[src/rgt_pkg.sv]
// ----------------------------------------------------------------------------
// rgt_pkg
// Shared types, constants and helper functions of the 2D grid ray walker.
// ----------------------------------------------------------------------------
package rgt_pkg;

  localparam int GRID_RES   = 16;
  localparam int GRID_LOG2  = $clog2(GRID_RES);
  localparam int IDX_W      = GRID_LOG2;
  localparam int BIT_W      = (IDX_W > 1) ? $clog2(IDX_W) : 1;
  localparam int OUT_IDX_W  = 4;
  localparam int MAX_STEPS  = 2 * GRID_RES - 2;
  localparam int CNT_W      = $clog2(2 * GRID_RES);

  localparam int COORD_W    = 32;
  localparam int SPAN_W     = 31;
  localparam int NUM_W      = 40;
  localparam int DEN_W      = 40;
  localparam int CHUNK_W    = 10;
  localparam int N_CHUNK    = DEN_W / CHUNK_W;
  localparam int ACC_W      = NUM_W + DEN_W + 2;
  localparam int QDEPTH     = 2;

  localparam int CFG_IDX_W  = 2;
  localparam logic [CFG_IDX_W-1:0] REG_BOX_LEFT   = 2'd0;
  localparam logic [CFG_IDX_W-1:0] REG_BOX_TOP    = 2'd1;
  localparam logic [CFG_IDX_W-1:0] REG_BOX_WIDTH  = 2'd2;
  localparam logic [CFG_IDX_W-1:0] REG_BOX_HEIGHT = 2'd3;

  localparam logic signed [COORD_W-1:0] BOX_LEFT_RST   = 32'sd16384;
  localparam logic signed [COORD_W-1:0] BOX_TOP_RST    = 32'sd16384;
  localparam logic [SPAN_W-1:0]         BOX_WIDTH_RST  = 31'd26214;
  localparam logic [SPAN_W-1:0]         BOX_HEIGHT_RST = 31'd26214;

  typedef logic signed [NUM_W-1:0] num_t;
  typedef logic [DEN_W-1:0]        den_t;

  typedef struct packed {
    num_t num;
    den_t den;
  } frac_t;

  typedef struct packed {
    logic signed [COORD_W-1:0] origin_x;
    logic signed [COORD_W-1:0] origin_z;
    logic signed [COORD_W-1:0] end_x;
    logic signed [COORD_W-1:0] end_z;
  } in_t;

  typedef struct packed {
    logic                 hit;
    logic [OUT_IDX_W-1:0] cell_col;
    logic [OUT_IDX_W-1:0] cell_row;
    logic                 last;
  } out_t;

  // One ray in grid units, relative to the box corner.
  typedef struct packed {
    num_t u0;
    num_t v0;
    num_t du;
    num_t dv;
    logic miss;
  } job_t;

  // Time at which p + d*t reaches target, as a fraction with positive
  // denominator. d must be nonzero.
  function automatic frac_t time_to(num_t target, num_t p, num_t d);
    frac_t f;
    if (d > 0) begin
      f.num = target - p;
      f.den = den_t'(d);
    end else begin
      f.num = p - target;
      f.den = den_t'(-d);
    end
    return f;
  endfunction

  // Position of boundary k on an axis whose cells are s wide.
  function automatic num_t span_mul(logic [IDX_W:0] k, logic [SPAN_W-1:0] s);
    logic [IDX_W+SPAN_W:0] prod;
    prod = k * s;
    return num_t'(prod);
  endfunction

endpackage

[src/rgt_front.sv]
// ----------------------------------------------------------------------------
// rgt_front
// Takes rays, moves them into grid units relative to the box corner, flags
// rays that miss on an axis with no motion, and queues them for the walker.
// ----------------------------------------------------------------------------
module rgt_front (
  input  logic                           clk_i,
  input  logic                           rst_ni,
  input  logic                           start_i,
  output logic                           busy_o,
  input  rgt_pkg::in_t                   item_i,
  input  logic signed [rgt_pkg::COORD_W-1:0] box_left_i,
  input  logic signed [rgt_pkg::COORD_W-1:0] box_top_i,
  input  logic [rgt_pkg::SPAN_W-1:0]     box_width_i,
  input  logic [rgt_pkg::SPAN_W-1:0]     box_height_i,
  output logic                           job_valid_o,
  output rgt_pkg::job_t                  job_o,
  input  logic                           job_pop_i
);
  import rgt_pkg::*;

  localparam int QPTR_W = $clog2(QDEPTH);
  localparam int QCNT_W = $clog2(QDEPTH + 1);

  job_t              q_mem [QDEPTH];
  logic [QPTR_W-1:0] wr_q, rd_q;
  logic [QCNT_W-1:0] cnt_q;
  logic              push;
  job_t              job_new;
  num_t              umax, vmax;

  function automatic num_t sx(logic signed [COORD_W-1:0] a);
    return num_t'(a);
  endfunction

  assign umax = num_t'(box_width_i) <<< GRID_LOG2;
  assign vmax = num_t'(box_height_i) <<< GRID_LOG2;

  always_comb begin
    job_new.u0 = (sx(item_i.origin_x) - sx(box_left_i)) <<< GRID_LOG2;
    job_new.v0 = (sx(item_i.origin_z) - sx(box_top_i)) <<< GRID_LOG2;
    job_new.du = (sx(item_i.end_x) - sx(item_i.origin_x)) <<< GRID_LOG2;
    job_new.dv = (sx(item_i.end_z) - sx(item_i.origin_z)) <<< GRID_LOG2;
    // An axis without motion misses unless the origin sits inside its slab.
    job_new.miss = ((job_new.du == '0) && ((job_new.u0 < 0) || (job_new.u0 > umax))) ||
                   ((job_new.dv == '0) && ((job_new.v0 < 0) || (job_new.v0 > vmax)));
  end

  assign busy_o      = (cnt_q == QCNT_W'(QDEPTH));
  assign push        = start_i && !busy_o;
  assign job_valid_o = (cnt_q != '0);
  assign job_o       = q_mem[rd_q];

  always_ff @(posedge clk_i or negedge rst_ni) begin
    if (!rst_ni) begin
      wr_q  <= '0;
      rd_q  <= '0;
      cnt_q <= '0;
    end else begin
      if (push) begin
        wr_q <= wr_q + 1'b1;
      end
      if (job_pop_i) begin
        rd_q <= rd_q + 1'b1;
      end
      unique case ({push, job_pop_i})
        2'b10:   cnt_q <= cnt_q + 1'b1;
        2'b01:   cnt_q <= cnt_q - 1'b1;
        default: cnt_q <= cnt_q;
      endcase
    end
  end

  always_ff @(posedge clk_i) begin
    if (push) begin
      q_mem[wr_q] <= job_new;
    end
  end

endmodule

[config.mk]
export PLATFORM = sky130hd
export DESIGN_NAME = rgt_front
export DESIGN_NICKNAME = d
export VERILOG_FILES = /design/src/rgt_pkg.sv /design/src/rgt_front.sv
export SDC_FILE = /design/constraint.sdc
export NUM_CORES = 1
export LEC_CHECK = 0
export BUFFER_PORTS_ARGS = -buffer_cell sky130_fd_sc_hd__buf_2
export CAP_MARGIN = 10
export CORE_AREA = 2 2 202 204
export CTS_BUF_LIST = sky130_fd_sc_hd__clkbuf_4
export CTS_CLUSTER_SIZE = 8
export DETAILED_ROUTE_END_ITERATION = 10
export DIE_AREA = 0 0 204 206
export GPL_TIMING_DRIVEN = 0
export HOLD_SLACK_MARGIN = 0.1
export PLACE_DENSITY_LB_ADDON = 0.05
export SLEW_MARGIN = 20
export SYNTH_ARGS = -nofsm -noshare
export SYNTH_HDL_FRONTEND = slang
export SYNTH_SLANG_ARGS = --single-unit
[constraint.sdc]
create_clock -name clk_i -period 7.35 [get_ports clk_i]
set_clock_uncertainty 0.1 [all_clocks]
set_input_delay 0.735 -clock clk_i [delete_from_list [all_inputs] [get_ports clk_i]]
set_output_delay 0.735 -clock clk_i [all_outputs]
set_load 0.05 [all_outputs]
==> results of run 1 <==
## logic make-up after synthesis
logic type / Yosys count / synth area share, %
and+or+nand+nor: 337 / 9.12
xor gates and xnor gates: 108 / 5.10
buffers and inverters: 281 / 6.30
AOI/OAI and AO/OA: 410 / 14.2
DFF: 270 / 43.6
adders and majority gates: 195 / 13.3
other: 1 / 0.0202
muxes: 138 / 8.35
## worst max-delay path: stages
cell       delay [ps]
buf_2             110
inv_1              60
ha_1              170
inv_1              60
fa_1              420
a211oi_1          270
o21ai_0           210
a2111oi_0         650
o21ai_0           400
a31oi_1           270
nor2b_1            70
nor2_1            170
o21ai_0           190
a21o_1            210
a21oi_1           170
xnor2_1           190
ha_1              300
a21o_1            160
a21o_1            170
a21oi_1           140
o221ai_1          150
a211oi_1          460
a41oi_1           110
or3_1             370
a22o_2            280
## synthesized netlist by cell type (all sizes together), types with 4 or more instances
cell / n / area share, %
dfrtp: 4 / 0.54
inv: 224 / 4.5
clkbuf: 28 / 0.57
a31o: 4 / 0.19
xor2: 36 / 1.7
ha: 191 / 13
o21bai: 12 / 0.49
nand4: 23 / 0.78
o31a: 5 / 0.25
buf: 28 / 1.1
a211oi: 16 / 0.65
or2: 7 / 0.24
nand2: 72 / 1.5
and2: 10 / 0.34
nand3: 21 / 0.57
edfxtp: 266 / 43
o31ai: 6 / 0.24
mux2: 133 / 8.1
a41oi: 4 / 0.19
a21boi: 7 / 0.28
o21a: 17 / 0.69
xnor2: 72 / 3.4
o211ai: 11 / 0.45
or3: 10 / 0.34
or4: 7 / 0.29
nor3: 24 / 0.67
o2111ai: 8 / 0.38
a21oi: 134 / 3.6
nor2: 91 / 1.8
mux2i: 5 / 0.27
a31oi: 19 / 0.64
nand2b: 19 / 0.64
fa: 4 / 0.43
and3: 14 / 0.48
nor2b: 15 / 0.51
nor4: 12 / 0.40
a21o: 69 / 2.8
o221ai: 4 / 0.19
o21ai: 68 / 1.8
## final timing paths
kind / depth (start not counted) / endpoint / from / slack (ps)
max: 25 / q_mem[1][0]$_DFFE_PP_ / item_i[64] / 1260
min in group clk_i: 3 / wr_q$_DFFE_PN0P_ / start_i / 260
max reg2reg: 6 / q_mem[0][111]$_DFFE_PP_ / cnt_q[0]$_DFFE_PN0P_ / 5030
min reg2reg: 1 / cnt_q[1]$_DFFE_PN0P_ / cnt_q[1]$_DFFE_PN0P_ / 380
max in group asynchronous: 2 / cnt_q[0]$_DFFE_PN0P_ / rst_ni / 6800
min: 2 / cnt_q[1]$_DFFE_PN0P_ / rst_ni / 210
## sequential cells by signal (all words and copies together), names as in the netlist
name	count
cnt_q	2
q_mem	266
rd_q	1
wr_q	1
## cell type report
class / count / area share (%)
Antenna cell: 9 / 0.0999
Timing Repair Buffer: 416 / 10.0
Inverter: 224 / 3.73
Multi-Input combinational cell: 1204 / 41.5
Buffer: 57 / 1.45
Tap cell: 532 / 2.95
Clock buffer: 114 / 3.80
Clock inverter: 24 / 0.544
Sequential cell: 270 / 35.9
## per-stage QoR
stage	cells	setup slack (ps)	hold WS [ps]
6_report	2850	1260	214
5_1_grt	2846	865	165
4_1_cts	2841	1340	111
3_5_place_dp	2701	500	373
3_3_place_gp	2691	-3780	372
2_1_floorplan	1755	270	339
## power groups by stage
stage / registers (mW) / logic (mW) / clock network, mW
global route: 2.33 / 4.20 / 1.53
CTS: 2.30 / 3.99 / 1.45
finish: 2.30 / 3.96 / 1.40
global placement: 2.44 / 3.85 / 0
floorplan: 2.38 / 2.91 / 0
detailed placement: 2.33 / 3.97 / 0
## metal layers
| metal | wire length (µm) | share of wire [%] | track usage (%) | vias to the layer above |
|---|---|---|---|---|
| met5 | 91 | 0.17 | 0 | - |
| met4 | 2150 | 4.1 | 12.2 | 16 |
| met3 | 3700 | 7.0 | 6.15 | 120 |
| met2 | 25100 | 48 | 41.1 | 462 |
| met1 | 21600 | 41 | 29.3 | 7026 |
| li1 | - | - | - | 7415 |
==> run_results.csv, run 1 <==
group,metric,value,unit
run_status,status,"complete, no violations",
placed_design,gp_congestion,0.902,
placed_design,place_area,21500,µm²
clock_tree,cts_sinks,270,
route,vias,15000,
route,drtIter0Drc,698,
route,viasPerCell,5.28,
setup_path,cp-start-kind,"input port",
clock_tree,clk_path_buf_depth,3,
final_layout,nNetsFinal,2703,
final_layout,seq_area,8090,µm²
global_routing,antenna_found_initial,17,
final_layout,final_common_cell,"buf_2",
synthesis,synth_warnings,0,
clock_tree,path_clk_slew,70,ps
clock_tree,cts_resized,0,
synthesis,synth.distinct_cells,73,
die,dieArea,42000,µm²
die,die_y,206,µm
job,drv_cap,0,
setup_path,cp.required,7750,ps
synthesis,avgSynthCellArea,10.7,µm²
placed_design,port_buffers,404,
timing,slew_violations,0,
timing,hold_viol,0,
die,ioPinCount,421,
route,wl_per_cell,18.5,µm
final_layout,multi_input_area,9360,µm²
synthesis,synthesis.area,18500,µm²
pwr,combPwrFrac,51.7,%
route,drt_pass1_iterations,7,
pwr,swShare,45.8,%
setup_path,cp.arrival,6480,ps
setup_path,endpoint_kind,"flip-flop",
final_layout,fillers,3738,
timing,finalCritPeriodShare,82.8,%
setup_path,crit_type,"input port to flip-flop",
die,die-width,204,µm
die,start_util,46.1,%
final_layout,mostFrequentLayoutCells,"buf_2, edfxtp_1, inv_1, ha_1, a21oi_1",
global_routing,overflow,0,
global_routing,grt_usage,24.5,%
synthesis,syn_inst,1740,
clock_tree,ctsHtreeMaxLevel,3,
pwr,clkPwrFrac,18.3,%
timing,finalSetupViolations,0,
placed_design,place_hpwl,42300,µm
clock_tree,post-cts-setup-buffer-count,0,
timing,timing.fmax,164,MHz
synthesis,synth_seq_area_share,43.6,%
final_layout,final_area,22500,µm²
global_routing,grt_pass1_vias,14800,
route,totalWireLength,52700,µm
synthesis,synth-edff-count,266,
pwr,p_seq_share,30.0,%
global_routing,grt_max_degree,42,
timing,worst_pin_slew,1040,ps
route,antenna_left,0,
clock_tree,cts_hold_buffers,2,
route,drcViolationCount,0,
timing,min_period,6090,ps
pwr,power.density,340,nW/µm²
pwr,ir_worst_vdd,0.201,mV
die,rows,74,
global_routing,grt_pass1_wl,77900,µm
timing,slew_headroom,30.8,%
synthesis,async_flop_share,1.48,%
setup_path,crit_fanout,3,
clock_tree,tritoncts,"built",
pwr,leakagePower,10.4,nW
pwr,p_sw,3.50,mW
clock_tree,cts_root_buf,"clkbuf_4",
final_layout,syn_to_final_growth,21.5,%
pwr,p_int,4.15,mW
clock_tree,insertion_delay,750,ps
synthesis,synth_flop_cell,"edfxtp_1",
timing,finalSetupTns,0,ps
synthesis,synth-seq-cells,270,
clock_tree,cts-buffers-inserted,77,
final_layout,final_util,56.1,%
die,coreArea,40200,µm²
worst_hold_path,hp-class,"input port to async pin",
timing,grt_setup_unrepaired,"no",
pwr,p_total,7.66,mW
final_layout,drive_gt1_share,31.2,%
Power figures use the tool's default switching activity.
==> run 2, diff against run 1 <==
--- a/config.mk
+++ b/config.mk
@@ -5,13 +5,14 @@
 export SDC_FILE = /design/constraint.sdc
 export NUM_CORES = 1
 export LEC_CHECK = 0
+export ABC_AREA = 1
 export BUFFER_PORTS_ARGS = -buffer_cell sky130_fd_sc_hd__buf_2
 export CAP_MARGIN = 10
-export CORE_AREA = 2 2 202 204
+export CORE_AREA = 2 2 215 217
 export CTS_BUF_LIST = sky130_fd_sc_hd__clkbuf_4
 export CTS_CLUSTER_SIZE = 8
 export DETAILED_ROUTE_END_ITERATION = 10
-export DIE_AREA = 0 0 204 206
+export DIE_AREA = 0 0 217 219
 export GPL_TIMING_DRIVEN = 0
 export HOLD_SLACK_MARGIN = 0.1
 export PLACE_DENSITY_LB_ADDON = 0.05
==> constraint.sdc (replaced) <==
create_clock -name clk_i -period 5 [get_ports clk_i]
set_clock_uncertainty 0.1 [all_clocks]
set_input_delay 0.5 -clock clk_i [delete_from_list [all_inputs] [get_ports clk_i]]
set_output_delay 0.5 -clock clk_i [all_outputs]
set_load 0.05 [all_outputs]
==> run 2 against run 1 <==
Clock-buffer cell count shrank 11. Clock power increased by 47%. Synthesized cell count up 51%. Critical path type unchanged. Highest routed layer unchanged.
==> run_results.csv, run 2 <==
group,metric,value,unit
run_status,status,"complete, no violations",
timing,slew_violations,0,
clock_tree,insertion_delay,800,ps
die,ioPinCount,421,
global_routing,grt_pass1_wl,101000,µm
final_layout,mostFrequentLayoutCells,"nand2_1, inv_1, buf_2, edfxtp_1, ha_1",
global_routing,use_met2,50.5,%
setup_path,cp-start-kind,"input port",
route,drt_pass1_iterations,6,
timing,hold_viol,0,
clock_tree,cts_root_buf,"clkbuf_4",
worst_hold_path,hp-start,"item_i[5]",
synthesis,synth.most_common_cell,"nand2_1",
synthesis,avgSynthCellArea,8.03,µm²
setup_path,crit_fanout,3,
worst_hold_path,hp-class,"input port to flip-flop",
route,drtIter0Drc,1131,
timing,fin_ws,238,ps
global_routing,grtUsageMet1,34.7,%
final_layout,final_common_cell,"nand2_1",
clock_tree,cts-buffers-inserted,75,
die,start_util,46.8,%
global_routing,grt_pass1_vias,18600,
synthesis,synth_top_area_share,37.8,%
setup_path,cp.required,5430,ps
timing,min_period,4760,ps
timing,finalCritPeriodShare,95.2,%
placed_design,gp_congestion,0.980,
route,antenna_left,0,
timing,worst_pin_slew,931,ps
final_layout,final_cells,3800,
synthesis,synth_warnings,0,
worst_hold_path,min_to,"q_mem[1][6]$_DFFE_PP_",
clock_tree,cts_sinks,270,
setup_path,slowest_stage,"dlygate4sd3_1",
synthesis,synth.distinct_cells,43,
job,drv_cap,0,
clock_tree,tritoncts,"built",
synthesis,async_flop_share,1.48,%
placed_design,dp_slack,-195,ps
setup_path,reg2regPathDepth,6,
synthesis,syn_inst,2629,
clock_tree,clk_path_buf_depth,3,
die,dieArea,47500,µm²
pwr,ir_worst_vdd,0.532,mV
placed_design,port_buffers,404,
setup_path,r2r_slack,2260,ps
route,viasPerCell,4.95,
die,die-width,217,µm
clock_tree,ctsHtreeMaxLevel,3,
die,die_y,219,µm
synthesis,post-synth-top-area-cell,"edfxtp_1",
final_layout,drive_gt1_share,23.7,%
setup_path,slowest_delay,540,ps
synthesis,synth-seq-cells,270,
die,coreArea,45100,µm²
final_layout,largestRegisters,"q_mem x266, cnt_q x2",
global_routing,grt_max_degree,26,
final_layout,largest_register_ff_count,266,
timing,slew_headroom,37.3,%
final_layout,nNetsFinal,3598,
setup_path,crit_type,"input port to flip-flop",
synthesis,synth_seq_area_share,38.3,%
synthesis,synth-edff-count,266,
setup_path,endpoint_kind,"flip-flop",
global_routing,busiest_layer,"met2",
placed_design,dp.cells,3660,
timing,finalSetupViolations,0,
final_layout,regMostFlops,"q_mem",
synthesis,synthesis.area,21100,µm²
timing,grt_setup_unrepaired,"no",
die,rows,78,
clock_tree,path_clk_slew,70,ps
setup_path,r2r_start,"cnt_q[0]$_DFFE_PN0P_",
route,drcViolationCount,0,
synthesis,yosys-top-cells-count,"nand2_1, inv_1, edfxtp_1, ha_1, nor2_1",
route,wl_per_cell,18.0,µm
setup_path,cp.arrival,5200,ps
route,totalWireLength,68300,µm
placed_design,place_hpwl,57900,µm
route,vias,18800,
global_routing,overflow,0,
pwr,power.density,458,nW/µm²
global_routing,use_met3,4.53,%
global_routing,grt_usage,28.3,%
final_layout,syn_to_final_growth,19.9,%
setup_path,r2r_end,"q_mem[0][65]$_DFFE_PP_",
synthesis,synth_area_leaders,"edfxtp_1, nand2_1, ha_1, inv_1, mux2_2",
setup_path,cpMostUsedCell,"nand2_1",
global_routing,antenna_found_initial,7,
timing,timing.fmax,210,MHz
worst_hold_path,worstHoldPathCells,3,
setup_path,critPathTopFamily,"simple AND/OR/NAND/NOR gates",
pwr,leakagePower,13.2,nW
setup_path,crit_buf_inv,5,
synthesis,synth_flop_cell,"edfxtp_1",
==> run 2: changes by cell type in the layout (fill, tap and decap cells not counted), sizes merged, moves of 13 or more <==
cell,previous run,this run
a31oi,19,3
inv,227,584
nor2,91,178
o21ai,68,40
clkbuf,142,112
a21o,69,11
xor2,36,50
nand2b,19,0
nand3,21,101
xnor2,72,40
a211oi,16,3
nor2b,15,0
nand2,72,728
o21a,17,4
==> run 2: logic make-up after synthesis <==
family | count (synthesis) | share of synthesized area, %
AO/OA/AOI/OAI | 222 | 5.87
XOR/XNOR | 90 | 3.73
buffers and inverters | 625 | 11.6
flip-flops | 270 | 38.3
other | 1 | 0.0178
adder cells (fa/ha/maj) | 195 | 11.7
multiplexers | 133 | 7.09
AND/OR/NAND/NOR | 1093 | 21.6
==> run 2: layout make-up <==
class	count	area, µm²
Timing Repair Buffer	424	2380
Multi-Input combinational cell	1749	10700
Antenna cell	3	7.51
Inverter	582	2180
Fill cell	4432	19800
Clock buffer	103	773
Tap cell	600	751
Buffer	43	274
Sequential cell	270	8090
Clock inverter	26	196
==> run 2: per-stage QoR <==
| stage | hold slack (ps) | instance area [µm²] | power (mW) | utilization, % | TNS, ps |
|---|---|---|---|---|---|
| after floorplan | 104 | 21200 | 7.96 | - | -521020 |
| after global placement | 207 | 23900 | 9.51 | 53.1 | -1533450 |
| after detailed placement | 210 | 24200 | 9.59 | 53.8 | -390 |
| after CTS | 106 | 25300 | 11.7 | 56.1 | 0 |
| after global routing | 140 | 25300 | 12.2 | 56.1 | 0 |
| final | 167 | 25300 | 11.6 | 56.1 | 0 |
==> run 2: routing by layer <==
layer,vias up,wire [µm]
met5,-,59
met2,553,34100
met1,8675,28400
li1,9461,-
met3,101,3860
met4,10,1840
==> run 2: timing repair <==
action                                  4_1_cts  5_1_grt
gates resized for setup                       0        3
endpoints found under the setup margin        0        2
endpoints found under the hold margin        13        0
hold buffers                                  7        0
buffers inserted                              0        1
==> run 2: power breakdown <==
group / switching, mW / internal (mW)
clock: 0.953 / 1.11
combinational: 4.37 / 1.79
sequential: 0.113 / 3.25
==> run 2: worst max-delay path by stage <==
stage	startpoint	end	slack, ps	depth (start not counted)
final	item_i[96]	q_mem[1][0]$_DFFE_PP_	240	27
after detailed placement	item_i[96]	q_mem[0][0]$_DFFE_PP_	-190	26
after floorplan	start_i	q_mem[0][0]$_DFFE_PP_	-1960	2
after global placement	start_i	q_mem[0][65]$_DFFE_PP_	-5810	3
after CTS	item_i[96]	q_mem[1][0]$_DFFE_PP_	120	27
after global routing	item_i[96]	q_mem[1][0]$_DFFE_PP_	30	27
==> run 2: worst register-to-register path, stage by stage, from the launching register on <==
cell and delay (ps):
dfrtp_1 440, o21ai_0 360, nor2_4 590, buf_16 240, buf_12 200, buf_12 240, buf_12 210
